`config.mk`:
```
export PLATFORM = sky130hd
export DESIGN_NAME = bei_ram
export DESIGN_NICKNAME = d
export VERILOG_FILES = /design/src/design/bei_ram.sv
export SDC_FILE = /design/constraint.sdc
export NUM_CORES = 1
export LEC_CHECK = 0
export BUFFER_PORTS_ARGS = -buffer_cell sky130_fd_sc_hd__buf_4
export CAP_MARGIN = 20
export CORE_MARGIN = 2
export CORE_UTILIZATION = 55
export CTS_CLUSTER_DIAMETER = 50
export DETAILED_ROUTE_END_ITERATION = 8
export PLACE_DENSITY_LB_ADDON = 0.3
export SYNTH_ARGS = -nofsm -noshare
export SYNTH_HDL_FRONTEND = slang
export SYNTH_SLANG_ARGS = --single-unit
```
`constraint.sdc`:
```
create_clock -name i_clk -period 8.6 [get_ports i_clk]
set_clock_uncertainty 0.15 [all_clocks]
set_input_delay 0.43 -clock i_clk [delete_from_list [all_inputs] [get_ports i_clk]]
set_output_delay 0.43 -clock i_clk [all_outputs]
set_load 0.02 [all_outputs]
```
`src/design/bei_ram.sv`:
```
// Generic RAM: one write port, one registered read port.
`default_nettype none
module bei_ram #(
    parameter int WIDTH = 64,
    parameter int DEPTH = 16
) (
    input  wire logic                     i_clk,
    input  wire logic                     i_we,
    input  wire logic [$clog2(DEPTH)-1:0] i_waddr,
    input  wire logic [WIDTH-1:0]         i_wdata,
    input  wire logic                     i_re,
    input  wire logic [$clog2(DEPTH)-1:0] i_raddr,
    output logic      [WIDTH-1:0]         o_rdata
);

    logic [WIDTH-1:0] r_mem [DEPTH];

    always_ff @(posedge i_clk) begin
        if (i_we) begin
            r_mem[i_waddr] <= i_wdata;
        end
        if (i_re) begin
            o_rdata <= r_mem[i_raddr];
        end
    end

endmodule
`default_nettype wire

```
# After elaboration in Yosys (flattened, before gate mapping)
# Memories as Yosys holds them, arrays and structs flattened. A register that Yosys moved wholly into a read port is not among the register bits.
# Cells that the tools add are included.
word_totals:
  register_bits: 0
  mem_bits_rw: 1024
  input_bits: 75
  output_inout_bits: 64
  wordCells: 3
  mem_count: 1
memory_table:
  columns: ["name", "depth", "word_bits", "rd", "rd_ports_with_merged_regs", "write_ports", "line_no", "source"]
  rows:
  - ["r_mem", 16, 64, 1, 1, 1, "16", "logic [WIDTH-1:0] r_mem [DEPTH];"]
op_classes:
  muxes: 2
ops:
  columns: ["operator", "n"]
  rows:
  - ["$mux W1", 2]

# Longest topological paths before layout
# Gate-level depths: netlist of the first run.
logic_depth:
  depth_word: 2
  depth_mapped: 6
  depth_no_buf: 3

# Least setup slack after synthesis of the first run
# OpenSTA, ideal clock, no wires.
synth_path:
  path_type: "input-to-reg"
  startpoint: "input i_waddr[2]"
  endpoint: "memory r_mem[0][0] (enable)"
  setup_time_ns: 0.565
  arrival_ns: 5.293
  path_slack_ns: 2.591
  cell_stages: 2
  n_path_buf: 0
  path_cell_list: "or3b_2 > nor3_1"
synth_lines:
  columns: ["item", "line_no", "source"]
  rows:
  - ["start, declared", "9", "input wire logic [$clog2(DEPTH)-1:0] i_waddr,"]
  - ["end, declared", "16", null]
# Straight into the memory's write port.

==> results of run 1 <==
[through the flow]
step	setup slack [ns]	instances
2_1_floorplan	2.59	1647
3_3_place_gp	5.37	2701
3_5_place_dp	5.33	2701
4_1_cts	6.01	2964
5_1_grt	5.80	2964
6_report	6.01	2964
[Yosys cell counts]
cell type,count,area (sq um)
and2_1,1,6.26
edfxtp_1,1088,32700
a22oi_1,128,961
buf_6,13,146
buf_2,13,65.1
nand3b_1,2,15.0
nor2_1,13,48.8
nand2_1,65,244
nor2b_1,2,12.5
nand2b_1,2,12.5
nor3_1,4,20.0
clkbuf_1,36,135
mux4_2,256,5770
or3b_2,1,8.76
buf_4,6,45.0
nand3_1,1,5.00
buf_1,16,60.1
[where the power goes]
part	internal (mW)	switching (mW)	total (mW)
Combinational	0.241	0.329	0.571
Clock	2.81	1.95	4.76
Sequential	5.98	0.0416	6.02
[area by class of cell]
class / instances / area [sq um] / area share
Tap cell: 959 / 1200 / 0.0257
Clock inverter: 71 / 785 / 0.0168
Sequential cell: 1088 / 32700 / 0.699
Multi-Input combinational cell: 475 / 7230 / 0.155
Timing Repair Buffer: 243 / 2020 / 0.0433
Clock buffer: 128 / 2840 / 0.0608
[metal layers]
metal | routed length (um) | vias up | share of wire | global-route usage
met5 | 41 | - | 0.00046 | 0
met4 | 1500 | 6 | 0.017 | 0.0591
met3 | 7890 | 129 | 0.089 | 0.0447
met2 | 44000 | 949 | 0.50 | 0.386
met1 | 35300 | 10000 | 0.40 | 0.352
li1 | - | 7657 | - | -
[final timing paths]
kind                                               from                    end  depth (start not counted)
worst min register to register  r_mem[14][42]$_DFFE_PP_  o_rdata[42]$_DFFE_PP_                          3
worst min-delay path                               i_re  o_rdata[56]$_DFFE_PP_                          1
worst max-delay path                         i_raddr[1]  o_rdata[23]$_DFFE_PP_                          5
worst max register to register   r_mem[3][15]$_DFFE_PP_  o_rdata[15]$_DFFE_PP_                          3
[worst register-to-register path: cells and delay by family (launching register included)]
| family | cells | cell delay, ns |
|---|---|---|
| DFF | 1 | 0.42 |
| AOI/OAI and AO/OA | 1 | 0.24 |
| muxes | 1 | 0.50 |
| and+or+nand+nor | 1 | 0.09 |
[sequential cells by signal (all words and copies together), names as in the netlist]
name	flops
r_mem	1024
o_rdata	64
[cells by family (layout without fill, tap and decap cells)]
| group | after synthesis | after routing | synth area share |
|---|---|---|---|
| buffers and inverters | 84 | 442 | 0.0112 |
| and+or+nand+nor | 91 | 91 | 0.00927 |
| AOI/OAI and AO/OA | 128 | 128 | 0.0239 |
| muxes | 256 | 256 | 0.143 |
| DFF | 1088 | 1088 | 0.812 |
[timing repair]
item | in CTS | in global routing
endpoints found under the hold margin | 1024 | 0
hold buffers | 64 | 0
gates resized for setup | 0 | 0
==> flow_summary.json, run 1 <==
{
  "path_class": "in2reg",
  "post-route-util": 0.643,
  "port_buffers": 138,
  "synthCells": 1647,
  "crit_family": "buffers and inverters",
  "grt_first_pass_wirelength_mm": 129,
  "worst_slew_pin_slew_ns": 1.22,
  "vias": 18800,
  "required_ns": 8.85,
  "drc": 0,
  "worst-path-buf-inv": 2,
  "hp-class": "in2reg",
  "drt-initial-drc-count": 2235,
  "clk_latency_ns": 0.65,
  "die_w_um": 274,
  "irDropWorstVdd_uv": 163,
  "wl_per_cell_um": 29.9,
  "arrival_ns": 2.84,
  "ys_ff_latch": 1088,
  "grt_start_max_net_pins": 132,
  "die_area_sq_um": 75300,
  "finalSetupViolCount": 0,
  "max_clock_freq_mhz": 386,
  "worstSetupStartpointType": "input port",
  "yosysWarnings": 0,
  "synth.distinct_cells": 17,
  "final_antenna_net_count": 0,
  "grtUsageTotal": 0.241,
  "seq_area_frac_synth": 0.812,
  "final_common_cell": "edfxtp_1",
  "cts_max_level": 3,
  "start_util": 0.553,
  "gp_congestion": 0.715,
  "cts_buffer_depth": 3,
  "power.density_nw_per_um2": 243,
  "synth_fp_nets": 1722,
  "dr.pass1.iters": 7,
  "die_y_um": 274,
  "rsz0062_at_grt": "false",
  "hpwl_mm": 41.4,
  "io_pins": 139,
  "grt_pass1_vias": 19400,
  "r2r_setup_slack_ns": 6.96,
  "period_share": 0.301,
  "end_kind": "register",
  "syn_area_per_cell_sq_um": 24.4,
  "root_buffer": "clkbuf_16",
  "design_area_sq_um": 46800,
  "fp-row-count": 99,
  "syn_to_final_growth_pct": 16.2,
  "tns_ns": 0,
  "num-fill-cells": 4638,
  "antenna_found_initial": 3,
  "status": "finished, final reports clean",
  "slowest_stage": "buf_8",
  "slowest_delay_ns": 0.73,
  "numCtsBuffers": 108,
  "drv.max_cap_violation_count": 0,
  "leakage_nw": 15.0,
  "path_max_fanout": 131,
  "antennaDiodeCount": 0,
  "vias_per_cell": 6.33,
  "period_minus_slack_ns": 2.59,
  "layout-drive-gt1-share": 0.307,
  "path_cells": "buf_8, buf_12, mux4_2, a22oi_1, nand2_1",
  "drt-total-wl_mm": 88.7,
  "hold_slack_ns": 0.230,
  "cts_tree": "built",
  "slew_viol_final": 0,
  "clk_pin_slew_ns": 0.06,
  "power.total_mw": 11.3,
  "final_hold_viol_count": 0,
  "clock_sinks": 1088,
  "overflow": 0,
  "syn_area_sq_um": 40200,
  "final_cell_mix": "edfxtp_1 (1088), mux4_2 (256), buf_4 (175)",
  "timing.slew.headroom": 0.186,
  "cts_setup_buffers": 0,
  "core_area_sq_um": 72700,
  "postPlaceCellArea_sq_um": 42500,
  "nets": 1991
}
(Power assumes the default switching activity.)
==> run 2, diff against run 1 <==
Clock period 8.6 ns to 2.1 ns, I/O delays scaled along.
==> run 2 against run 1 <==
Hold slack got worse by 0.15 ns; worst setup slack worse by 6.0 ns; global-route usage up 0.37 points; cell count grew 2.7%; critical endpoint is now r_mem[13][41]$_DFFE_PP_; largest power group unchanged; first-iteration DRC count up 17%; via count rose by 2.5%; clock power grew to 4.0 times the previous value; core utilization is 2.1 points higher.
==> flow_summary.json, run 2 (same netlist as run 1, synthesis figures left out) <==
{
  "status": "finished, final reports clean",
  "period_share": 0.974,
  "rsz0062_at_grt": "false",
  "slew_viol_final": 0,
  "root_buffer": "clkbuf_16",
  "drv.max_cap_violation_count": 0,
  "timing.slew.headroom": 0.562,
  "grtUsageTotal": 0.245,
  "layout-drive-gt1-share": 0.336,
  "max_clock_freq_mhz": 489,
  "port_buffers": 138,
  "largest_reg_flops": 1024,
  "final_cells": 3043,
  "required_ns": 2.29,
  "drc": 0,
  "clkPwrFrac": 0.411,
  "r2r_cells": 3,
  "reg2reg_from": "r_mem[3][16]$_DFFE_PP_",
  "grt_start_max_net_pins": 55,
  "cpMostUsedCell": "dlygate4sd3_1",
  "dr.pass1.iters": 5,
  "top_register": "r_mem",
  "die_y_um": 274,
  "power.density_nw_per_um2": 958,
  "hpwl_mm": 50.0,
  "grt_first_pass_wirelength_mm": 132,
  "nets": 2076,
  "cp-startpoint": "i_we",
  "slowest_stage": "dlygate4sd3_1",
  "syn_to_final_growth_pct": 20.1,
  "die_w_um": 274,
  "tns_ns": 0,
  "p_seq_frac": 0.532,
  "overflow": 0,
  "cts_tree": "built",
  "core_area_sq_um": 72700,
  "antenna_found_initial": 4,
  "path_cells": "dlygate4sd3_1, buf_4, nand3_4, dlygate4sd3_1, nor2_4, buf_12",
  "end_kind": "register",
  "worstSetupStartpointType": "input port",
  "drt-initial-drc-count": 2610,
  "irDropWorstVdd_uv": 592,
  "final_hold_viol_count": 0,
  "switchingPower_mw": 9.44,
  "path_class": "in2reg",
  "path_max_fanout": 19,
  "worst_slew_pin_slew_ns": 0.657,
  "final_antenna_net_count": 0,
  "finalSetupViolCount": 0,
  "hold_slack_ns": 0.0763,
  "dp_cells": 2777,
  "final_cell_mix": "edfxtp_1 (1088), mux4_2 (256), buf_4 (177)",
  "fp-row-count": 99,
  "grt_pass1_vias": 19900,
  "clk_latency_ns": 0.65,
  "start_util": 0.553,
  "cts_max_level": 3,
  "comb_power_share": 0.056,
  "cts-resized-gates": 0,
  "drt-total-wl_mm": 90.4,
  "die_area_sq_um": 75300,
  "wl_per_cell_um": 29.7,
  "swShare": 0.204,
  "slowest_delay_ns": 0.63,
  "period_minus_slack_ns": 2.05,
  "worst_hold_path.num_cells": 4,
  "vias_per_cell": 6.32,
  "top_regs": "r_mem: 1024 flops, o_rdata: 64 flops",
  "cts_buffer_depth": 3,
  "hp-class": "in2reg",
  "min_from": "i_raddr[2]",
  "gp_congestion": 0.725,
  "clk_pin_slew_ns": 0.06,
  "final_common_cell": "edfxtp_1",
  "numCtsBuffers": 104,
  "p_int_mw": 36.8,
  "vias": 19200,
  "io_pins": 139,
  "leakage_nw": 15.7,
  "arrival_ns": 2.23,
  "clock_sinks": 1088
}
[run 2: cell count changes in the layout (fill, tap and decap cells not counted), sizes merged]
cell	change
buf	+78
clkbuf	-12
dlygate4sd3	+11
diode	+2
bufinv	+1
clkinv	-1
[run 2: timing repair]
action / CTS / global route
hold buffers: 75 / 0
hold endpoints to repair: 1146 / 0
setup buffers: 0 / 2
endpoints found under the setup margin: 0 / 9
[run 2: cell type report]
type / count / area [sq um]
diodes: 2 / 5.00
clock buffers: 116 / 2690
clock inverters: 71 / 798
fillers: 4423 / 24400
multi-input cells: 475 / 7270
flip-flops and latches: 1088 / 32700
well taps: 959 / 1200
repair buffers: 332 / 3670
[run 2: final timing paths]
path,slack (ns),end
max,0.05,r_mem[13][41]$_DFFE_PP_
min,0.08,o_rdata[61]$_DFFE_PP_
max reg2reg,0.42,o_rdata[16]$_DFFE_PP_
min reg2reg,0.59,o_rdata[3]$_DFFE_PP_
[run 2: power groups by stage]
stage               Combinational (mW)  Clock (mW)  Sequential (mW)
floorplan                         1.17           0             25.2
global placement                  2.42           0             25.1
detailed placement                2.49           0             25.1
CTS                               2.62        19.3             24.6
global route                      2.77        20.1             24.7
finish                            2.60        19.0             24.6
[run 2: worst max-delay path, delay by kind of cell]
kind                   cells  cell delay [ns]
buffers and inverters      4             1.57
and+or+nand+nor            2             0.53
[run 2: stage by stage]
stage / cell area [sq um] / utilization / power (mW) / setup WS, ns
final: 48300 / 0.664 / 46.3 / 0.0537
after floorplan: 40300 / - / 26.3 / -0.623
after global routing: 48300 / 0.664 / 47.5 / 0.00777
after global placement: 44100 / 0.606 / 27.5 / 0.116
after detailed placement: 44100 / 0.606 / 27.6 / 0.0912
after CTS: 48300 / 0.664 / 46.5 / 0.0286
[run 2: metal layers]
| layer | GRT usage | part of all wire | vias to the layer above |
|---|---|---|---|
| li1 | - | - | 7836 |
| met3 | 0.0469 | 0.086 | 117 |
| met4 | 0.0652 | 0.020 | 4 |
| met1 | 0.356 | 0.40 | 10200 |
| met5 | 0 | 0.00022 | - |
| met2 | 0.389 | 0.49 | 1025 |
