===== config.mk =====
export PLATFORM = sky130hd
export DESIGN_NAME = bei_search
export DESIGN_NICKNAME = d
export VERILOG_FILES = /design/src/design/bei_pkg.sv /design/src/design/bei_search.sv
export SDC_FILE = /design/constraint.sdc
export NUM_CORES = 1
export LEC_CHECK = 0
export BUFFER_PORTS_ARGS = -buffer_cell sky130_fd_sc_hd__buf_2
export CAP_MARGIN = 20
export CORE_ASPECT_RATIO = 1.5
export CORE_UTILIZATION = 30
export DETAILED_ROUTE_END_ITERATION = 7
export SYNTH_ARGS = -nofsm -noshare
export SYNTH_HDL_FRONTEND = slang
export SYNTH_SLANG_ARGS = --single-unit

===== constraint.sdc =====
create_clock -name i_clk -period 5.17 [get_ports i_clk]
set_clock_uncertainty 0.15 [all_clocks]
set_input_delay 0.517 -clock i_clk [delete_from_list [all_inputs] [get_ports i_clk]]
set_output_delay 0.517 -clock i_clk [all_outputs]
set_load 0.005 [all_outputs]

===== src/design/bei_pkg.sv =====
// Shared types and constants of the breakpoint envelope interpolator.
`default_nettype none
package bei_pkg;

    localparam int MAX_POINTS_DEF = 16;
    localparam int COUNT_W        = 5;
    localparam int DATA_W         = 32;
    localparam int IDX_W          = 4;
    localparam int IN_TDATA_W     = 136;
    localparam int QUO_W          = 33;
    localparam int PROD_W         = 64;

    localparam logic OP_WRITE = 1'b0;
    localparam logic OP_QUERY = 1'b1;

    typedef enum logic [1:0] {
        K_FALLBACK,
        K_DIRECT,
        K_INTERP
    } t_kind;

    typedef struct packed {
        logic              interp;
        logic              neg;
        logic [DATA_W-1:0] lv;
        logic [DATA_W-1:0] rv;
    } t_side;

endpackage
`default_nettype wire


===== src/design/bei_search.sv =====
// Breakpoint position compare stage and segment select.
`default_nettype none
module bei_search #(
    parameter int MAX_POINTS = bei_pkg::MAX_POINTS_DEF,
    parameter int AW         = $clog2(MAX_POINTS)
) (
    input  wire logic                              i_clk,
    input  wire logic                              i_rst_n,
    input  wire logic                              i_en,
    input  wire logic                              i_we,
    input  wire logic [AW-1:0]                     i_waddr,
    input  wire logic [bei_pkg::DATA_W-1:0]        i_wpos,
    input  wire logic                              i_qvalid,
    input  wire logic [bei_pkg::DATA_W-1:0]        i_qpos,
    input  wire logic [bei_pkg::DATA_W-1:0]        i_fb,
    input  wire logic [bei_pkg::COUNT_W-1:0]       i_count,
    output logic                                   o_valid,
    output bei_pkg::t_kind                         o_kind,
    output logic [AW-1:0]                          o_addr_l,
    output logic [AW-1:0]                          o_addr_r,
    output logic [bei_pkg::DATA_W-1:0]             o_qpos,
    output logic [bei_pkg::DATA_W-1:0]             o_fb
);

    localparam int NW = $clog2(MAX_POINTS + 1);

    logic [bei_pkg::DATA_W-1:0] r_pos [MAX_POINTS];
    logic [MAX_POINTS-1:0]      r_le;
    logic [MAX_POINTS-1:0]      r_ge;
    logic                       r_valid;
    logic [bei_pkg::DATA_W-1:0] r_qpos;
    logic [bei_pkg::DATA_W-1:0] r_fb;
    logic [NW-1:0]              n_cnt;
    logic [AW-1:0]              n_last;
    logic [AW-1:0]              n_sel;

    always_ff @(posedge i_clk) begin
        if (i_we) begin
            r_pos[i_waddr] <= i_wpos;
        end
    end

    always_ff @(posedge i_clk) begin
        if (!i_rst_n) begin
            r_valid <= 1'b0;
        end else if (i_en) begin
            r_valid <= i_qvalid;
        end
    end

    always_ff @(posedge i_clk) begin
        if (i_en) begin
            r_qpos <= i_qpos;
            r_fb   <= i_fb;
            for (int j = 0; j < MAX_POINTS; j++) begin
                r_le[j] <= $signed(i_qpos) <= $signed(r_pos[j]);
                r_ge[j] <= $signed(i_qpos) >= $signed(r_pos[j]);
            end
        end
    end

    always_comb begin
        if (32'(i_count) > MAX_POINTS) begin
            n_cnt = NW'(MAX_POINTS);
        end else begin
            n_cnt = NW'(i_count);
        end
        n_last = AW'(n_cnt - NW'(1));
        n_sel  = AW'(1);
        for (int j = MAX_POINTS - 1; j >= 1; j--) begin
            if ((j < 32'(n_cnt)) && r_le[j]) begin
                n_sel = AW'(j);
            end
        end
        o_addr_l = n_sel - AW'(1);
        o_addr_r = n_sel;
        o_kind   = bei_pkg::K_INTERP;
        if (n_cnt == '0) begin
            o_kind = bei_pkg::K_FALLBACK;
        end else if (r_le[0]) begin
            o_kind   = bei_pkg::K_DIRECT;
            o_addr_r = '0;
        end else if (r_ge[n_last]) begin
            o_kind   = bei_pkg::K_DIRECT;
            o_addr_r = n_last;
        end
    end

    assign o_valid = r_valid;
    assign o_qpos  = r_qpos;
    assign o_fb    = r_fb;

endmodule
`default_nettype wire


======== Word level (Yosys, flattened, before mapping) ========
Memory sizes are Yosys's and may differ from the RTL's.
Cells that the tools add are included.
cells by class
  $add $sub $neg .......................... 2
  $lt $le $gt $ge ......................... 49
  mux-type cells .......................... 26
  reductions and logical operators ........ 16
operators with widths
  operator             count
  $ge 32x32->1         16
  $le 32x32->1         16
  $mux 4               18
  $lt 4x5->1 const A   8
  $lt 3x5->1 const A   4
  $logic_and 1x1->1    15
  $lt 2x5->1 const A   2
  $sub 4x1->4 const B  2
  $mux 2               3
  $gt 5x5->1 const B   1
  $logic_not 5->1      1
  $lt 1x5->1 const A   1
  $lt 4x5->1 const B   1
  $mux 5               1
  $bmux 1 s4           1
  $mux 1               3
word-level totals
  register bits after elaboration ......... 97
  bits in writable memories ............... 512
  input port bits ......................... 110
  word-level logic and storage cells ...... 99
  memories kept ........................... 1
memory list
  name   words  width  rd ports  clocked after Yosys merged registers in  write ports  line              source
  r_pos  16     32     16        0                                        1            bei_search.sv:27  logic [bei_pkg::DATA_W-1:0] r_pos [MAX_POINTS];

======== Logic depth before layout (Yosys ltp) ========
  depth after elaboration ................. 22
  depth in mapped cells ................... 11

======== Worst setup path after synthesis ========
Ideal clock, no wire load.
  kind .................................... input to register
  from .................................... input i_waddr[2]
  to ...................................... memory r_pos[0][0] in the netlist's numbering (enable)
  library setup time ...................... 461 ps
  arrival time ............................ 3235 ps
  required time ........................... 4559 ps
  setup slack ............................. 1323 ps
  cell stages on the path ................. 2
  path buffers ............................ 0
  cell sequence ........................... or3b_2 > nor3_1
RTL lines
  item                line              source
  start: declaration  bei_search.sv:11  input wire logic [AW-1:0] i_waddr,
  end: declaration    bei_search.sv:27
Straight into the memory's write port.

======== Worst setup path after layout ========
  from .................................... input i_count[0] in the netlist's numbering
  to ...................................... output o_addr_r[1]
on the way
  longest elaborated chain between the ends .. 22
  elaborated cells on any way between the ends .. 54
ends and longest elaborated chain
  item                  line              source
  start: declaration    bei_search.sv:16  input wire logic [bei_pkg::COUNT_W-1:0] i_count,
  $gt 5x5->1            bei_search.sv:63  if (32'(i_count) > MAX_POINTS) begin
  $mux 5 (*)            bei_search.sv:63
  $lt 4x5->1            bei_search.sv:71  if ((j < 32'(n_cnt)) && r_le[j]) begin
  $logic_and 1x1->1     bei_search.sv:71
  $mux 4 (15 in a row)  bei_search.sv:71
  $mux 4                bei_search.sv:83  end else if (r_ge[n_last]) begin
  $mux 4                bei_search.sv:80  end else if (r_le[0]) begin
  $mux 4 (*)            bei_search.sv:78  if (n_cnt == '0) begin
  end: declaration      bei_search.sv:20  output logic [AW-1:0] o_addr_r,
Mark *: on every way between the ends. The rest lies on a longest branch, timed or not. The select of a mux whose other input is x is not followed.

==> flow_summary.json <==
{
  "unrepaired_setup_endpoints_after_global_routing": "false",
  "core_box_area_um2": 107000,
  "met3_track_usage_gr": 0.0224,
  "required_ns": 4.50,
  "port_buffers": 184,
  "crit_type": "input pin to output port",
  "grt_pass1_vias": 21900,
  "maximum_clock_frequency_mhz": 227,
  "cts.htree.levels": 3,
  "drt-wirelength-per-cell_um": 22.9,
  "root_buffer": "clkbuf_16",
  "worst_slack_ns": 0.761,
  "synth.area.top_cells": "edfxtp_1 56%, ha_1 20%, inv_1 6.0%",
  "global_route.usage.met1": 0.202,
  "ys_warn_count": 0,
  "worst_hold_path.num_cells": 1,
  "synth_most_common_cell": "edfxtp_1",
  "placement.setup.worst_slack_ns": 0.745,
  "post_synth_num_cell_types": 63,
  "synth_top_flop_cell": "edfxtp_1",
  "number_of_enable_flip_flop_cells_after_synthesis": 608,
  "layout.nets": 3518,
  "min_to": "o_qpos[3]",
  "synth_top_area_cell": "edfxtp_1",
  "p_leak_nw": 16.6,
  "hp-start": "i_qpos[3]",
  "top_usage_layer": "met2",
  "min_period_ns": 4.41,
  "drt-initial-drc-count": 1490,
  "drt_wl_total_mm": 99.8,
  "critical_path.endpoint_type": "output port",
  "total_overflow_reported_by_the_global_router": 0,
  "std_cell_rows": 147,
  "clock_tree.buffer_depth": 3,
  "cts_buffers": 69,
  "max-slew-margin-rel": 0.248,
  "initial_antenna_violation_count": 8,
  "detailedPlacementHpwl_mm": 69.4,
  "timing.setup.tns_ns": 0,
  "clkLatencyLatePin_ns": 0.68,
  "fill_cells": 10500,
  "result_of_the_run": "finished, final reports clean",
  "final_design_area_no_fill_um2": 38100,
  "clk_pin_slew_worst_paths_ns": 0.06,
  "maximum_number_of_pins_on_one_net_before_global_route_repair": 63,
  "gr-usage-all-layers": 0.183,
  "setup_violations": 0,
  "synth.avg_cell_area_um2": 12.6,
  "routed_via_count": 21700,
  "floorplan.initialDensity": 0.303,
  "synth_fp_nets": 3192,
  "worstReg2RegStart": "r_pos[6][31]",
  "cts.sinks": 609,
  "placed_area_um2": 35500,
  "setup.reg_to_reg.worst_slack_ns": 1.46,
  "synth_seq_area_share": 0.564,
  "postCtsResizedCells": 0,
  "power_density_nw_per_um2": 308,
  "place_congestion": 0.914,
  "multi_input_area_um2": 12200,
  "syn_to_final_growth_pct": 17.6,
  "synth-seq-cells": 609,
  "postSynth.asyncResetShare": 0,
  "register_area_um2": 18300,
  "drv_cap": 0,
  "tritoncts": "built",
  "wire_length_of_the_first_global_routing_pass_mm": 143,
  "syn_inst": 2568,
  "finalHoldViolCount": 0,
  "holdCritPathClass": "input pin to register",
  "top_cell_types_by_occurrence_after_synthesis": "608 x edfxtp_1, 522 x inv_1, 514 x ha_1, 133 x a21oi_1, 113 x nand4_1",
  "residual_drc": 0,
  "remaining_number_of_nets_flagged_by_the_antenna_check_after_routing": 0,
  "detail_route.first_pass.iterations": 5,
  "max_slew.worst_pin.slew_ns": 1.10,
  "synth_top_cell_area_share": 0.563,
  "finalMaxSlewViolations": 0,
  "design.portCount": 185,
  "ff2ff_path_depth": 9,
  "vdd_ir_drop_max_mv": 0.288,
  "met2_layer_usage_reported_by_global_route": 0.332,
  "worstPathArrival_ns": 3.74,
  "die_h_um": 405,
  "crit_path_launch_type": "input pin",
  "area_enclosed_by_the_die_boundary_um2": 109000,
  "ratio_of_cells_with_drive_above_1_in_the_final_layout": 0.121,
  "share_of_the_clock_period_used_by_the_worst_path_after_layout": 0.853,
  "timing.rr.end": "r_le[6]",
  "hold_slack_ns": 0.0675,
  "syn_area_um2": 32400,
  "fp.dieW_um": 270,
  "cp_max_fo": 11,
  "vias_per_cell": 4.97
}
-- sequential cells by signal, indices dropped and copies added, names as in the netlist --
| register | count |
|---|---|
| r_pos | 512 |
| o_valid | 1 |
| o_fb | 32 |
| o_qpos | 32 |
| r_le | 16 |
| r_ge | 16 |
-- how the worst max path moves through the flow --
stage / start / endpoint / slack, ns / depth (start not counted)
floorplan: i_waddr[2] / r_pos[0][0] / 1.32 / 2
global placement: i_qpos[27] / r_le[6] / 0.74 / 10
detailed placement: i_qpos[30] / r_le[6] / 0.75 / 10
CTS: i_count[0] / o_addr_r[1] / 0.74 / 11
global route: i_count[0] / o_addr_r[1] / 0.62 / 11
finish: i_count[0] / o_addr_r[1] / 0.76 / 11
-- critical path, cell delays in order --
cell and delay (ns):
buf_2 0.19, nor2b_2 0.48, inv_1 0.10, ha_1 0.26
xnor2_2 0.37, mux4_2 0.38, mux4_2 0.55, or2_4 0.29
a21oi_1 0.17, a21o_1 0.26, buf_2 0.17
-- metal layers --
metal,up-vias,routed length (um)
met4,0,6400
met5,-,0
li1,10100,-
met1,10700,38300
met3,224,4170
met2,608,50900
-- through the flow --
| step | utilization | cells | power [mW] |
|---|---|---|---|
| detailed placement | 0.331 | 4195 | 6.95 |
| floorplan | - | 2568 | 6.33 |
| global route | 0.356 | 4361 | 12.2 |
| finish | 0.356 | 4364 | 11.7 |
| CTS | 0.355 | 4356 | 11.9 |
| global placement | 0.331 | 4194 | 6.92 |
-- final cells by class --
cell class | count | area share
inverter | 522 | 0.0514
clock inverter | 40 | 0.0103
sequential | 609 | 0.479
multi-input combinational | 1428 | 0.321
antenna | 3 | 0.000197
timing repair buffer | 264 | 0.0446
clock buffer | 83 | 0.0467
tap | 1415 | 0.0464
-- layout by cell type (no fill, tap or decap), drive strengths merged, types with 10 or more instances in the layout --
cell         count
o21a            37
o211ai          17
nor2            94
a21oi          133
a21o            91
mux2i           16
edfxtp         608
a2111oi         11
nor2b           15
a31oi           10
a211oi          26
inv            528
nor3            20
nand3           24
nor4            18
and2            10
nand2b          17
a211o           15
dlygate4sd3     38
clkinv          25
buf            226
nand2           63
o21ai           83
clkbuf          83
ha             514
nand4          113
-- cells by family (layout without fill, tap and decap cells) --
group / after synthesis / in the layout / share of synthesized area
adders and majority gates: 514 / 514 / 0.198
buffers and inverters: 531 / 909 / 0.0621
other: 0 / 3 / 0
muxes: 24 / 24 / 0.0103
xor gates and xnor gates: 6 / 6 / 0.00185
and+or+nand+nor: 402 / 402 / 0.0654
AOI/OAI and AO/OA: 482 / 482 / 0.0982
DFF: 609 / 609 / 0.564
-- power by group --
part	total, mW	internal [mW]	leakage (nW)	switching, mW
clock network	4.87	2.73	1.05	2.13
registers	5.64	5.60	5.57	0.0478
logic	1.22	0.442	10.0	0.776
-- repair_timing --
| item | 4_1_cts | 5_1_grt |
|---|---|---|
| buffers inserted | 0 | 0 |
| endpoints found under the hold margin | 37 | 0 |
| hold buffers | 38 | 0 |
Note: power is estimated with default switching activity, not from simulation.
